===== src/rtl/kele_pkg.sv =====
`timescale 1ns / 1ps

package kele_pkg;

    localparam logic [1:0] EV_RELEASE = 2'd0;
    localparam logic [1:0] EV_PRESS   = 2'd1;
    localparam logic [1:0] EV_REPEAT  = 2'd2;

    localparam logic [1:0] KEY_RETURN    = 2'd1;
    localparam logic [1:0] KEY_BACKSPACE = 2'd2;

    localparam logic [1:0] KIND_LEN  = 2'd0;
    localparam logic [1:0] KIND_CHAR = 2'd1;
    localparam logic [1:0] KIND_EOL  = 2'd2;

    localparam int CFG_IDX_W = 1;
    localparam logic [CFG_IDX_W-1:0] CFG_REPORT_LENGTH  = 1'd0;
    localparam logic [CFG_IDX_W-1:0] CFG_REPEAT_DIVIDER = 1'd1;

    localparam logic [7:0] DIVIDER_RESET = 8'd3;
    localparam logic [7:0] PRINT_LOW     = 8'h20;
    localparam logic [7:0] PRINT_HIGH    = 8'h7E;

    typedef enum logic [2:0] {
        ST_IDLE,
        ST_EXEC,
        ST_REPORT,
        ST_READ,
        ST_EMIT,
        ST_EOL
    } kele_state_t;

    typedef struct packed {
        logic load_in;
        logic apply;
        logic clr_idx;
        logic rd;
        logic emit_char;
        logic emit_len;
        logic emit_eol;
    } dp_cmd_t;

    typedef struct packed {
        logic is_eol;
        logic need_report;
        logic len_zero;
        logic idx_last;
        logic out_free;
    } dp_stat_t;

endpackage


===== src/rtl/kele_ctrl.sv =====
`timescale 1ns / 1ps

module kele_ctrl
    import kele_pkg::*;
(
    input  logic        aclk,
    input  logic        aresetn,
    input  logic        s_valid,
    output logic        s_ready,
    input  dp_stat_t    stat,
    output dp_cmd_t     cmd
);

    kele_state_t state_reg;
    kele_state_t state_next;

    always_ff @(posedge aclk) begin
        if (!aresetn) begin
            state_reg <= ST_IDLE;
        end else begin
            state_reg <= state_next;
        end
    end

    always_comb begin
        state_next = state_reg;
        unique case (state_reg)
            ST_IDLE: begin
                if (s_valid) begin
                    state_next = ST_EXEC;
                end
            end
            ST_EXEC: begin
                if (stat.is_eol) begin
                    state_next = stat.len_zero ? ST_EOL : ST_READ;
                end else if (stat.need_report) begin
                    state_next = ST_REPORT;
                end else begin
                    state_next = ST_IDLE;
                end
            end
            ST_REPORT: begin
                if (stat.out_free) begin
                    state_next = ST_IDLE;
                end
            end
            ST_READ: begin
                state_next = ST_EMIT;
            end
            ST_EMIT: begin
                if (stat.out_free) begin
                    state_next = stat.idx_last ? ST_EOL : ST_READ;
                end
            end
            ST_EOL: begin
                if (stat.out_free) begin
                    state_next = ST_IDLE;
                end
            end
            default: begin
                state_next = ST_IDLE;
            end
        endcase
    end

    always_comb begin
        cmd     = '0;
        s_ready = 1'b0;
        unique case (state_reg)
            ST_IDLE: begin
                s_ready     = 1'b1;
                cmd.load_in = s_valid;
            end
            ST_EXEC: begin
                cmd.apply   = !stat.is_eol;
                cmd.clr_idx = 1'b1;
            end
            ST_REPORT: begin
                cmd.emit_len = stat.out_free;
            end
            ST_READ: begin
                cmd.rd = 1'b1;
            end
            ST_EMIT: begin
                cmd.emit_char = stat.out_free;
            end
            ST_EOL: begin
                cmd.emit_eol = stat.out_free;
            end
            default: begin
                cmd = '0;
            end
        endcase
    end

endmodule


===== src/rtl/kele_dp.sv =====
`timescale 1ns / 1ps

module kele_dp
    import kele_pkg::*;
#(
    parameter int MAX_LINE = 32
)
(
    input  logic                 aclk,
    input  logic                 aresetn,
    input  logic [1:0]           s_event_value,
    input  logic [1:0]           s_key_class,
    input  logic [7:0]           s_char_byte,
    input  logic                 cfg_valid,
    input  logic [CFG_IDX_W-1:0] cfg_index,
    input  logic [7:0]           cfg_data,
    output logic                 m_valid,
    input  logic                 m_ready,
    output logic [1:0]           m_result_kind,
    output logic [7:0]           m_char_out,
    output logic [5:0]           m_length_out,
    output logic                 m_last,
    input  dp_cmd_t              cmd,
    output dp_stat_t             stat
);

    localparam int ADDR_W = (MAX_LINE > 1) ? $clog2(MAX_LINE) : 1;

    logic [7:0] line_mem [MAX_LINE];

    logic [1:0] ev_reg;
    logic [1:0] cls_reg;
    logic [7:0] ch_reg;
    logic [7:0] rdata_reg;

    logic [5:0] len_reg;
    logic [5:0] len_next;
    logic       ret_seen_reg;
    logic       ret_seen_next;
    logic [7:0] rep_cnt_reg;
    logic [7:0] rep_cnt_next;
    logic [5:0] idx_reg;
    logic [5:0] idx_next;
    logic       report_len_reg;
    logic [7:0] divider_reg;

    logic       wr_en;
    logic [7:0] rep_inc;
    logic       printable;

    logic       m_valid_reg;
    logic [1:0] kind_reg;
    logic [7:0] char_reg;
    logic [5:0] length_reg;
    logic       last_reg;

    assign printable = (ch_reg >= PRINT_LOW) && (ch_reg <= PRINT_HIGH);
    assign rep_inc   = rep_cnt_reg + 8'd1;

    assign stat.is_eol      = (ev_reg == EV_RELEASE) && (cls_reg == KEY_RETURN) && ret_seen_reg;
    assign stat.need_report = report_len_reg && ((ev_reg == EV_RELEASE) || (ev_reg == EV_REPEAT));
    assign stat.len_zero    = (len_reg == 6'd0);
    assign stat.idx_last    = ((idx_reg + 6'd1) == len_reg);
    assign stat.out_free    = !m_valid_reg || m_ready;

    always_comb begin
        len_next      = len_reg;
        ret_seen_next = ret_seen_reg;
        rep_cnt_next  = rep_cnt_reg;
        wr_en         = 1'b0;
        if (cmd.emit_eol) begin
            len_next      = 6'd0;
            ret_seen_next = 1'b0;
            rep_cnt_next  = 8'd0;
        end else if (cmd.apply) begin
            case (ev_reg)
                EV_RELEASE: begin
                    if ((cls_reg == KEY_BACKSPACE) && (len_reg != 6'd0)) begin
                        len_next = len_reg - 6'd1;
                    end else if (printable && (len_reg < 6'(MAX_LINE))) begin
                        wr_en    = 1'b1;
                        len_next = len_reg + 6'd1;
                    end
                end
                EV_PRESS: begin
                    if (cls_reg == KEY_RETURN) begin
                        ret_seen_next = 1'b1;
                    end
                end
                EV_REPEAT: begin
                    if ((cls_reg == KEY_BACKSPACE) && (len_reg != 6'd0)) begin
                        if (rep_inc >= divider_reg) begin
                            len_next     = len_reg - 6'd1;
                            rep_cnt_next = 8'd0;
                        end else begin
                            rep_cnt_next = rep_inc;
                        end
                    end
                end
                default: begin
                    len_next = len_reg;
                end
            endcase
        end
    end

    always_comb begin
        idx_next = idx_reg;
        if (cmd.clr_idx) begin
            idx_next = 6'd0;
        end else if (cmd.emit_char) begin
            idx_next = idx_reg + 6'd1;
        end
    end

    always_ff @(posedge aclk) begin
        if (!aresetn) begin
            len_reg        <= 6'd0;
            ret_seen_reg   <= 1'b0;
            rep_cnt_reg    <= 8'd0;
            idx_reg        <= 6'd0;
            report_len_reg <= 1'b0;
            divider_reg    <= DIVIDER_RESET;
            m_valid_reg    <= 1'b0;
        end else begin
            len_reg      <= len_next;
            ret_seen_reg <= ret_seen_next;
            rep_cnt_reg  <= rep_cnt_next;
            idx_reg      <= idx_next;
            if (cfg_valid) begin
                unique case (cfg_index)
                    CFG_REPORT_LENGTH:  report_len_reg <= cfg_data[0];
                    CFG_REPEAT_DIVIDER: divider_reg    <= cfg_data;
                    default:            divider_reg    <= divider_reg;
                endcase
            end
            if (cmd.emit_char || cmd.emit_len || cmd.emit_eol) begin
                m_valid_reg <= 1'b1;
            end else if (m_ready) begin
                m_valid_reg <= 1'b0;
            end
        end
    end

    always_ff @(posedge aclk) begin
        if (cmd.load_in) begin
            ev_reg  <= s_event_value;
            cls_reg <= s_key_class;
            ch_reg  <= s_char_byte;
        end
        if (wr_en) begin
            line_mem[len_reg[ADDR_W-1:0]] <= ch_reg;
        end
        if (cmd.rd) begin
            rdata_reg <= line_mem[idx_reg[ADDR_W-1:0]];
        end
        if (cmd.emit_char) begin
            kind_reg   <= KIND_CHAR;
            char_reg   <= rdata_reg;
            length_reg <= 6'd0;
            last_reg   <= 1'b0;
        end else if (cmd.emit_len) begin
            kind_reg   <= KIND_LEN;
            char_reg   <= 8'd0;
            length_reg <= len_reg;
            last_reg   <= 1'b1;
        end else if (cmd.emit_eol) begin
            kind_reg   <= KIND_EOL;
            char_reg   <= 8'd0;
            length_reg <= 6'd0;
            last_reg   <= 1'b1;
        end
    end

    assign m_valid       = m_valid_reg;
    assign m_result_kind = kind_reg;
    assign m_char_out    = char_reg;
    assign m_length_out  = length_reg;
    assign m_last        = last_reg;

endmodule


===== src/rtl/key_event_line_editor_top.sv =====
`timescale 1ns / 1ps

// Line editor driven by translated keyboard events.
// Input channel (s_): one item per event carries the event kind, the key class
// and the first character byte. Result channel (m_): items with a kind, a
// character, a line length and a last flag marking the final result of an event.
// Configuration channel (cfg_): index 0 enables length reports, index 1 sets the
// number of Backspace repeats per deleted character; cfg_ready is always high.
// An edit event passes through the IDLE and EXEC states of the controller, and
// through REPORT as well when a length report follows, which registers the report.
// A Return release after a recorded Return press streams the line from the
// line memory, each character taking a registered memory read in READ and then
// an emit in EMIT that waits for a free output, and then an end-of-line item.
// A new item is taken only when the previous one is fully handed to the output
// register, which can still hold an untaken result at that time.
// When the receiver stalls, the output register holds its item and the
// controller waits. Reset clears the line length, the Return flag, the repeat
// count and the configuration (reports off, divider 3); the line memory is not
// cleared and needs no clearing pass.
module key_event_line_editor_top
    import kele_pkg::*;
#(
    parameter int MAX_LINE = 32
)
(
    input  logic                 aclk,
    input  logic                 aresetn,
    input  logic                 s_valid,
    output logic                 s_ready,
    input  logic [1:0]           s_event_value,
    input  logic [1:0]           s_key_class,
    input  logic [7:0]           s_char_byte,
    output logic                 m_valid,
    input  logic                 m_ready,
    output logic [1:0]           m_result_kind,
    output logic [7:0]           m_char_out,
    output logic [5:0]           m_length_out,
    output logic                 m_last,
    input  logic                 cfg_valid,
    output logic                 cfg_ready,
    input  logic [CFG_IDX_W-1:0] cfg_index,
    input  logic [7:0]           cfg_data
);

    dp_cmd_t  cmd;
    dp_stat_t stat;

    assign cfg_ready = 1'b1;

    kele_ctrl u_ctrl (
        .aclk    (aclk),
        .aresetn (aresetn),
        .s_valid (s_valid),
        .s_ready (s_ready),
        .stat    (stat),
        .cmd     (cmd)
    );

    kele_dp #(
        .MAX_LINE (MAX_LINE)
    ) u_dp (
        .aclk          (aclk),
        .aresetn       (aresetn),
        .s_event_value (s_event_value),
        .s_key_class   (s_key_class),
        .s_char_byte   (s_char_byte),
        .cfg_valid     (cfg_valid),
        .cfg_index     (cfg_index),
        .cfg_data      (cfg_data),
        .m_valid       (m_valid),
        .m_ready       (m_ready),
        .m_result_kind (m_result_kind),
        .m_char_out    (m_char_out),
        .m_length_out  (m_length_out),
        .m_last        (m_last),
        .cmd           (cmd),
        .stat          (stat)
    );

`ifndef SYNTHESIS
    a_char_not_last: assert property (@(posedge aclk) disable iff (!aresetn)
        m_valid && (m_result_kind == KIND_CHAR) |-> !m_last && (m_length_out == 6'd0))
        else $error("character item marked last or carries a length");

    a_len_is_last: assert property (@(posedge aclk) disable iff (!aresetn)
        m_valid && (m_result_kind != KIND_CHAR) |-> m_last && (m_char_out == 8'd0))
        else $error("length or end item not last or carries a character");

    a_busy_after_accept: assert property (@(posedge aclk) disable iff (!aresetn)
        s_valid && s_ready |=> !s_ready)
        else $error("input accepted again before the item was processed");

    a_len_bound: assert property (@(posedge aclk) disable iff (!aresetn)
        m_valid && (m_result_kind == KIND_LEN) |-> m_length_out <= 6'(MAX_LINE))
        else $error("reported line length beyond the limit");
`endif

endmodule

===== config.mk =====
export PLATFORM = sky130hd
export DESIGN_NAME = key_event_line_editor_top
export DESIGN_NICKNAME = d
export VERILOG_FILES = /design/src/rtl/kele_pkg.sv /design/src/rtl/kele_ctrl.sv /design/src/rtl/kele_dp.sv /design/src/rtl/key_event_line_editor_top.sv
export SDC_FILE = /design/constraint.sdc
export NUM_CORES = 1
export LEC_CHECK = 0
export ABC_AREA = 1
export BUFFER_PORTS_ARGS = -buffer_cell sky130_fd_sc_hd__clkbuf_2
export CORE_ASPECT_RATIO = 0.5
export CORE_UTILIZATION = 50
export CTS_CLUSTER_DIAMETER = 40
export DETAILED_ROUTE_END_ITERATION = 6
export PLACE_DENSITY = 0.66
export RECOVER_POWER = 25
export SLEW_MARGIN = 40
export SYNTH_ARGS = -nofsm -noshare
export SYNTH_HDL_FRONTEND = slang
export SYNTH_SLANG_ARGS = --single-unit

===== constraint.sdc =====
create_clock -name aclk -period 2.8 [get_ports aclk]
set_input_delay 0.42 -clock aclk [delete_from_list [all_inputs] [get_ports aclk]]
set_output_delay 0.42 -clock aclk [all_outputs]
set_load 0.02 [all_outputs]

After elaboration in Yosys (flattened, before gate mapping)
Memory sizes are Yosys's and may differ from the RTL's. A register that Yosys moved wholly into a read port is not among the register bits.
Cells that the tools add are included.
W data, S select, Z words.
{ "word_totals": {"reg_bits": 63, "mem_bits_rw": 256, "n_memories": 1} }
{ "classes": {"n_addsub": 4, "order_cmp": 4, "eq_ne": 16, "n_mux": 39, "bitwise_logic": 2, "n_reduce_logical": 30} }
{ "memory_table": {"columns": ["name", "words", "word_bits", "read_ports", "rd_clocked_by_memory_dff", "wr", "line", "rtl"], "rows": [
  ["u_dp.line_mem", 32, 8, 1, 1, 1, "kele_dp.sv:29", "logic [7:0] line_mem [MAX_LINE];"]
]} }
{ "ops": {"columns": ["operator", "n"], "rows": [
  ["$mux W6", 6],
  ["$mux W8", 4],
  ["$mux W1", 19],
  ["$mux W3", 6],
  ["$pmux W3 S5", 1],
  ["$add A6 B1 Y6 const B", 2],
  ["$pmux W6 S2", 1],
  ["$reduce_and A3 Y1", 3],
  ["$add A8 B1 Y8 const B", 1],
  ["$ge A8 B6 Y1 const B", 1],
  ["$ge A8 B8 Y1", 1],
  ["$le A8 B7 Y1 const B", 1],
  ["$reduce_or A2 Y1", 4],
  ["$eq A3 B2 Y1 const B", 2],
  ["$eq A3 B3 Y1 const B", 2],
  ["$eq A6 B6 Y1", 1],
  ["$logic_and A1 B1 Y1", 6],
  ["$logic_not A6 Y1", 1],
  ["$lt A6 B6 Y1 const B", 1],
  ["$ne A2 B2 Y1 const B", 3],
  ["$reduce_bool A2 Y1", 3],
  ["$reduce_bool A6 Y1", 1],
  ["$sub A6 B1 Y6 const B", 1],
  ["$reduce_and A5 Y1", 1],
  ["13 further kinds", 23]
]} }

Logic depth before layout (Yosys ltp)
{ "logic_depth": {"word_depth": 10, "ltp_mapped": 18, "depth_no_buf": 18} }

Modules after synthesis
A second synthesis with hierarchy kept.
{ "unflattened": {"cells_unflattened": 1265, "area_unflattened_um2": 13855.8} }
{ "by_module_without_submodules": {"columns": ["module", "instances", "cells_per_inst", "area_each_um2", "seq_area_each_um2"], "rows": [
  ["kele_dp", 1, 1207, 13540.5, 9328.9],
  ["kele_ctrl", 1, 56, 304.0, 60.1],
  ["key_event_line_editor_top", 1, 2, 11.3, 0.0]
]} }

Worst setup path after synthesis
No wires, ideal clock.
{ "synth_path": {"kind": "register -> register", "startpoint": "reg u_dp.ch_reg[6]", "endpoint": "mem u_dp.line_mem[24][0], enable pin", "arrival_time_ns": 2.007, "setup_slack_ns": 0.422, "path_stages_with_launch": 7, "path_buffers": 0, "period_less_slack_ns": 2.378, "path_cell_list": "edfxtp_1 -> nor2_1 -> nor3_1 -> o21ai_0 -> nor3_4 -> nand2_4 -> nor2_1"} }
{ "synth_via": {"elab_chain_len": 10, "word_cells_on_any_way": 11} }
{ "synth_lines": {"columns": ["element", "line", "rtl"], "rows": [
  ["start: declaration", "kele_dp.sv:33", "logic [7:0] ch_reg;"],
  ["start signal: assignment", "kele_dp.sv:149", "ch_reg <= s_char_byte;"],
  ["$ge A8 B6 Y1 or $le A8 B7 Y1 (tied branches)", "kele_dp.sv:57", "assign printable = (ch_reg >= PRINT_LOW) && (ch_reg <= PRINT_HIGH);"],
  ["$logic_and A1 B1 Y1 *", "kele_dp.sv:57", null],
  ["$logic_and A1 B1 Y1 *", "kele_dp.sv:80", "end else if (printable && (len_reg < 6'(MAX_LINE))) begin"],
  ["$mux W1 *", "kele_dp.sv:80", null],
  ["$mux W1 *", "kele_dp.sv:78", "if ((cls_reg == KEY_BACKSPACE) && (len_reg != 6'd0)) begin"],
  ["$mux W1 *", "kele_dp.sv:76", "case (ev_reg)"],
  ["$mux W1 *", "kele_dp.sv:75", "end else if (cmd.apply) begin"],
  ["$mux W1 *", "kele_dp.sv:71", "if (cmd.emit_eol) begin"],
  ["$mux W1 *", "kele_dp.sv:151", "if (wr_en) begin"],
  ["$mux W1 (not written as such) *", "kele_dp.sv:152", "line_mem[len_reg[ADDR_W-1:0]] <= ch_reg;"],
  ["end: declaration", "kele_dp.sv:29", null]
]} }
Mark *: on every way between the ends. The rest lies on a longest branch, timed or not.

Worst setup path in the final report
{ "layout_path": {"startpoint": "reg u_dp.rep_cnt_reg[0]", "endpoint": "reg u_dp.len_reg[4]"} }
{ "layout_via": {"elab_chain_len": 4} }
{ "layout_lines": {"columns": ["element", "line", "rtl"], "rows": [
  ["start: declaration", "kele_dp.sv:40", "logic [7:0] rep_cnt_reg;"],
  ["start signal: assignment", "kele_dp.sv:128", "rep_cnt_reg <= rep_cnt_next;"],
  ["$add A8 B1 Y8", "kele_dp.sv:58", "assign rep_inc = rep_cnt_reg + 8'd1;"],
  ["$ge A8 B8 Y1", "kele_dp.sv:92", "if (rep_inc >= divider_reg) begin"],
  ["$ne A2 B2 Y1 (no line)", null, null],
  ["$reduce_and A5 Y1 (no line)", null, null],
  ["end signal: assignment", "kele_dp.sv:126", "len_reg <= len_next;"],
  ["end: declaration", "kele_dp.sv:36", "logic [5:0] len_reg;"]
]} }
No other way between the ends.
A chain may end at the register's enable or synchronous reset.

==> flow_summary.json <==
{
  "p_leak_uw": 0.00568,
  "ant_nets": 0,
  "start_kind": "flop",
  "ys.flop_type": "edfxtp_1",
  "critPathSlowestCell": "dfxtp_1",
  "largest_reg_flops": 256,
  "syn_inst": 1197,
  "synth_seq_cells": 327,
  "slew-limit-headroom_pct": -15.6,
  "final_common_cell": "edfxtp_1",
  "drive_above_1_share_pct": 13.0,
  "tightest_slew_ps": 1730,
  "clkTransAtPathRegs_ps": 60,
  "grt_pass1_wl_mm": 51.7,
  "final.setup_skew_ps": 9.25,
  "status": "finished, violations left",
  "synth_edf_count": 284,
  "postSynthNetCount": 1237,
  "multi_input_area_um2": 3680,
  "first_pass_iters": 6,
  "critPathRequiredTime_ps": 3250,
  "cap_violations": 6,
  "clock_power_share_pct": 42.2,
  "fillerInstances": 2195,
  "grt.total_usage_pct": 24.1,
  "synth_cell_types": 37,
  "die_h_um": 119,
  "clock_path_buffers": 3,
  "path_class": "reg2reg",
  "fin_area_um2": 15600,
  "yosysWarnings": 0,
  "violations": "capacitance limit, slew limit",
  "dieArea_um2": 28000,
  "hold_viol_final": 0,
  "grt-ovfl-total": 0,
  "clk_latency_ps": 560,
  "timing.fmax_ghz": 0.394,
  "grt_max_degree": 137,
  "ys_seq_area_share_pct": 68.9,
  "p_int_uw": 7910,
  "wl_per_cell_um": 20.1,
  "grt_pass1_vias": 9407,
  "synth-async-reset-ratio_pct": 0,
  "rsz0062_at_grt": "false",
  "power.density_nw_per_um2": 643,
  "area_growth_syn_to_layout_pct": 14.3,
  "slew_viol_final": 198,
  "r2r-end": "u_dp.len_reg[4]",
  "drt-initial-drc-count": 1101,
  "cp_cell_sequence": "nand3_1, nand3b_1, nor2_1, nand2_1, xor2_1, inv_1, ha_1, nand2_1, inv_1, nor2_1, o21a_1, nand3_1, nand2_1, nand2_2, nand2_1, inv_2, nor2_1, nor2_1",
  "die_w_um": 235,
  "hold_path_depth": 1,
  "finalCritPeriodShare_pct": 90.7,
  "hold_path.class": "in2reg",
  "critPathArrivalTime_ps": 2990,
  "antenna_cells": 0,
  "pin_count": 46,
  "syn_avg_cell_area_um2": 11.4,
  "port_buffers": 44,
  "initial_core_util_pct": 51.2,
  "worstReg2RegStart": "u_dp.rep_cnt_reg[0]",
  "placedCellCount": 1596,
  "place_area_um2": 14600,
  "r2r_cells": 18,
  "coreArea_um2": 26600,
  "cts_max_level": 1,
  "sw_frac_of_total_pct": 21.0,
  "clock_sinks": 327,
  "fin_cells": 1652,
  "std_cell_rows": 42,
  "antenna_found_initial": 0,
  "combPwrFrac_pct": 3.9,
  "cts_hold_buf": 0,
  "worstHoldStart": "s_char_byte[0]",
  "routed_wl_mm": 33.1,
  "crit_family": "simple AND/OR/NAND/NOR gates",
  "worst_ir_drop_vdd_v": 0.000417,
  "tns_ps": 0,
  "final_cell_mix": "edfxtp_1, nor2_1, o21ai_0",
  "regArea_um2": 9390,
  "hold_path_end": "u_dp.ch_reg[0]",
  "nets": 1316,
  "dp_hpwl_mm": 20.8,
  "setup_ws_ps": 259,
  "root_buffer": "clkbuf_16",
  "synth_area_um2": 13600,
  "cp_max_fo": 8,
  "cp.buffers_inverters": 3,
  "endpoint_kind": "flop",
  "fin_crit_ps": 2540,
  "place.gp.congestion": 0.854,
  "viasPerCell": 5.75,
  "cts_buffers": 30,
  "reg2reg_setup_slack_ps": 260,
  "dp_slack_ps": 237,
  "max_stage_delay_ps": 390,
  "p_sw_uw": 2100,
  "vias": 9494,
  "power_uw": 10000,
  "drc": 0,
  "seq_power_share_pct": 53.8,
  "setup_viol_count_final": 0,
  "cts_tree": "yes"
}
==> layer usage <==
layer | global-route usage [%] | vias to the layer above | share of wire [%]
met3 | 6.40 | 49 | 8.9
met2 | 39.1 | 376 | 46
li1 | - | 4454 | -
met5 | 0 | - | 0
met1 | 32.7 | 4615 | 43
met4 | 5.31 | 0 | 1.9
==> synth_stat cells (8+ instances only) <==
cell	n	area (µm²)
a21oi_1	35	175
buf_2	12	60.1
clkbuf_1	48	180
dfxtp_1	43	861
edfxtp_1	284	8530
ha_1	14	175
inv_1	72	270
inv_2	8	30.0
nand2_1	110	413
nand3_1	67	335
nor2_1	220	826
o21ai_0	158	791
o21ai_1	9	45.0
o221ai_1	44	385
o22ai_1	16	100
==> area by class of cell <==
cell class              instances  area share (%)
flip-flops and latches        327            60.3
repair buffers                109            4.62
well taps                     352            2.83
inverters                      81            1.98
clock buffers                  40            5.54
clock inverters                16            1.08
multi-input cells             727            23.6
==> power by group through the flow <==
stage,registers [µW],clock network (µW),logic [µW]
after global routing,5390,4460,433
final,5390,4230,392
after floorplan,5530,0,186
after CTS,5390,4280,395
after global placement,5490,0,385
after detailed placement,5490,0,393
==> kinds of logic after synthesis <==
| logic type | after synthesis | share of synthesized area [%] |
|---|---|---|
| AOI/OAI and AO/OA | 282 | 12.1 |
| buffers and inverters | 143 | 4.12 |
| and+or+nand+nor | 422 | 13.1 |
| other | 1 | 0.0275 |
| xor gates and xnor gates | 8 | 0.514 |
| adders and majority gates | 14 | 1.29 |
| DFF | 327 | 68.9 |
==> worst max path at each step <==
stage	cells past startpoint	slack, ps	to	start
2_1_floorplan	6	420	u_dp.line_mem[24][0]	u_dp.ch_reg[6]
3_3_place_gp	18	300	u_dp.len_reg[4]	u_dp.rep_cnt_reg[0]
3_5_place_dp	18	240	u_dp.len_reg[4]	u_dp.rep_cnt_reg[0]
4_1_cts	18	220	u_dp.len_reg[4]	u_dp.rep_cnt_reg[2]
5_1_grt	18	10	u_dp.len_reg[1]	u_dp.rep_cnt_reg[0]
6_report	18	260	u_dp.len_reg[4]	u_dp.rep_cnt_reg[0]
==> per-stage QoR <==
step                      utilization [%]  hold WS [ps]
final                                58.6          37.7
after global routing                 58.6          20.1
after CTS                            58.6          16.8
after detailed placement             54.8           433
after global placement               54.8           432
after floorplan                         -           424
==> timing repair <==
| item | CTS | global route |
|---|---|---|
| endpoints found under the hold margin | 0 | 0 |
| gates resized for setup | 0 | 1 |
| endpoints found under the setup margin | 0 | 4 |
| buffers inserted | 0 | 0 |
Power figures use the tool's default switching activity.
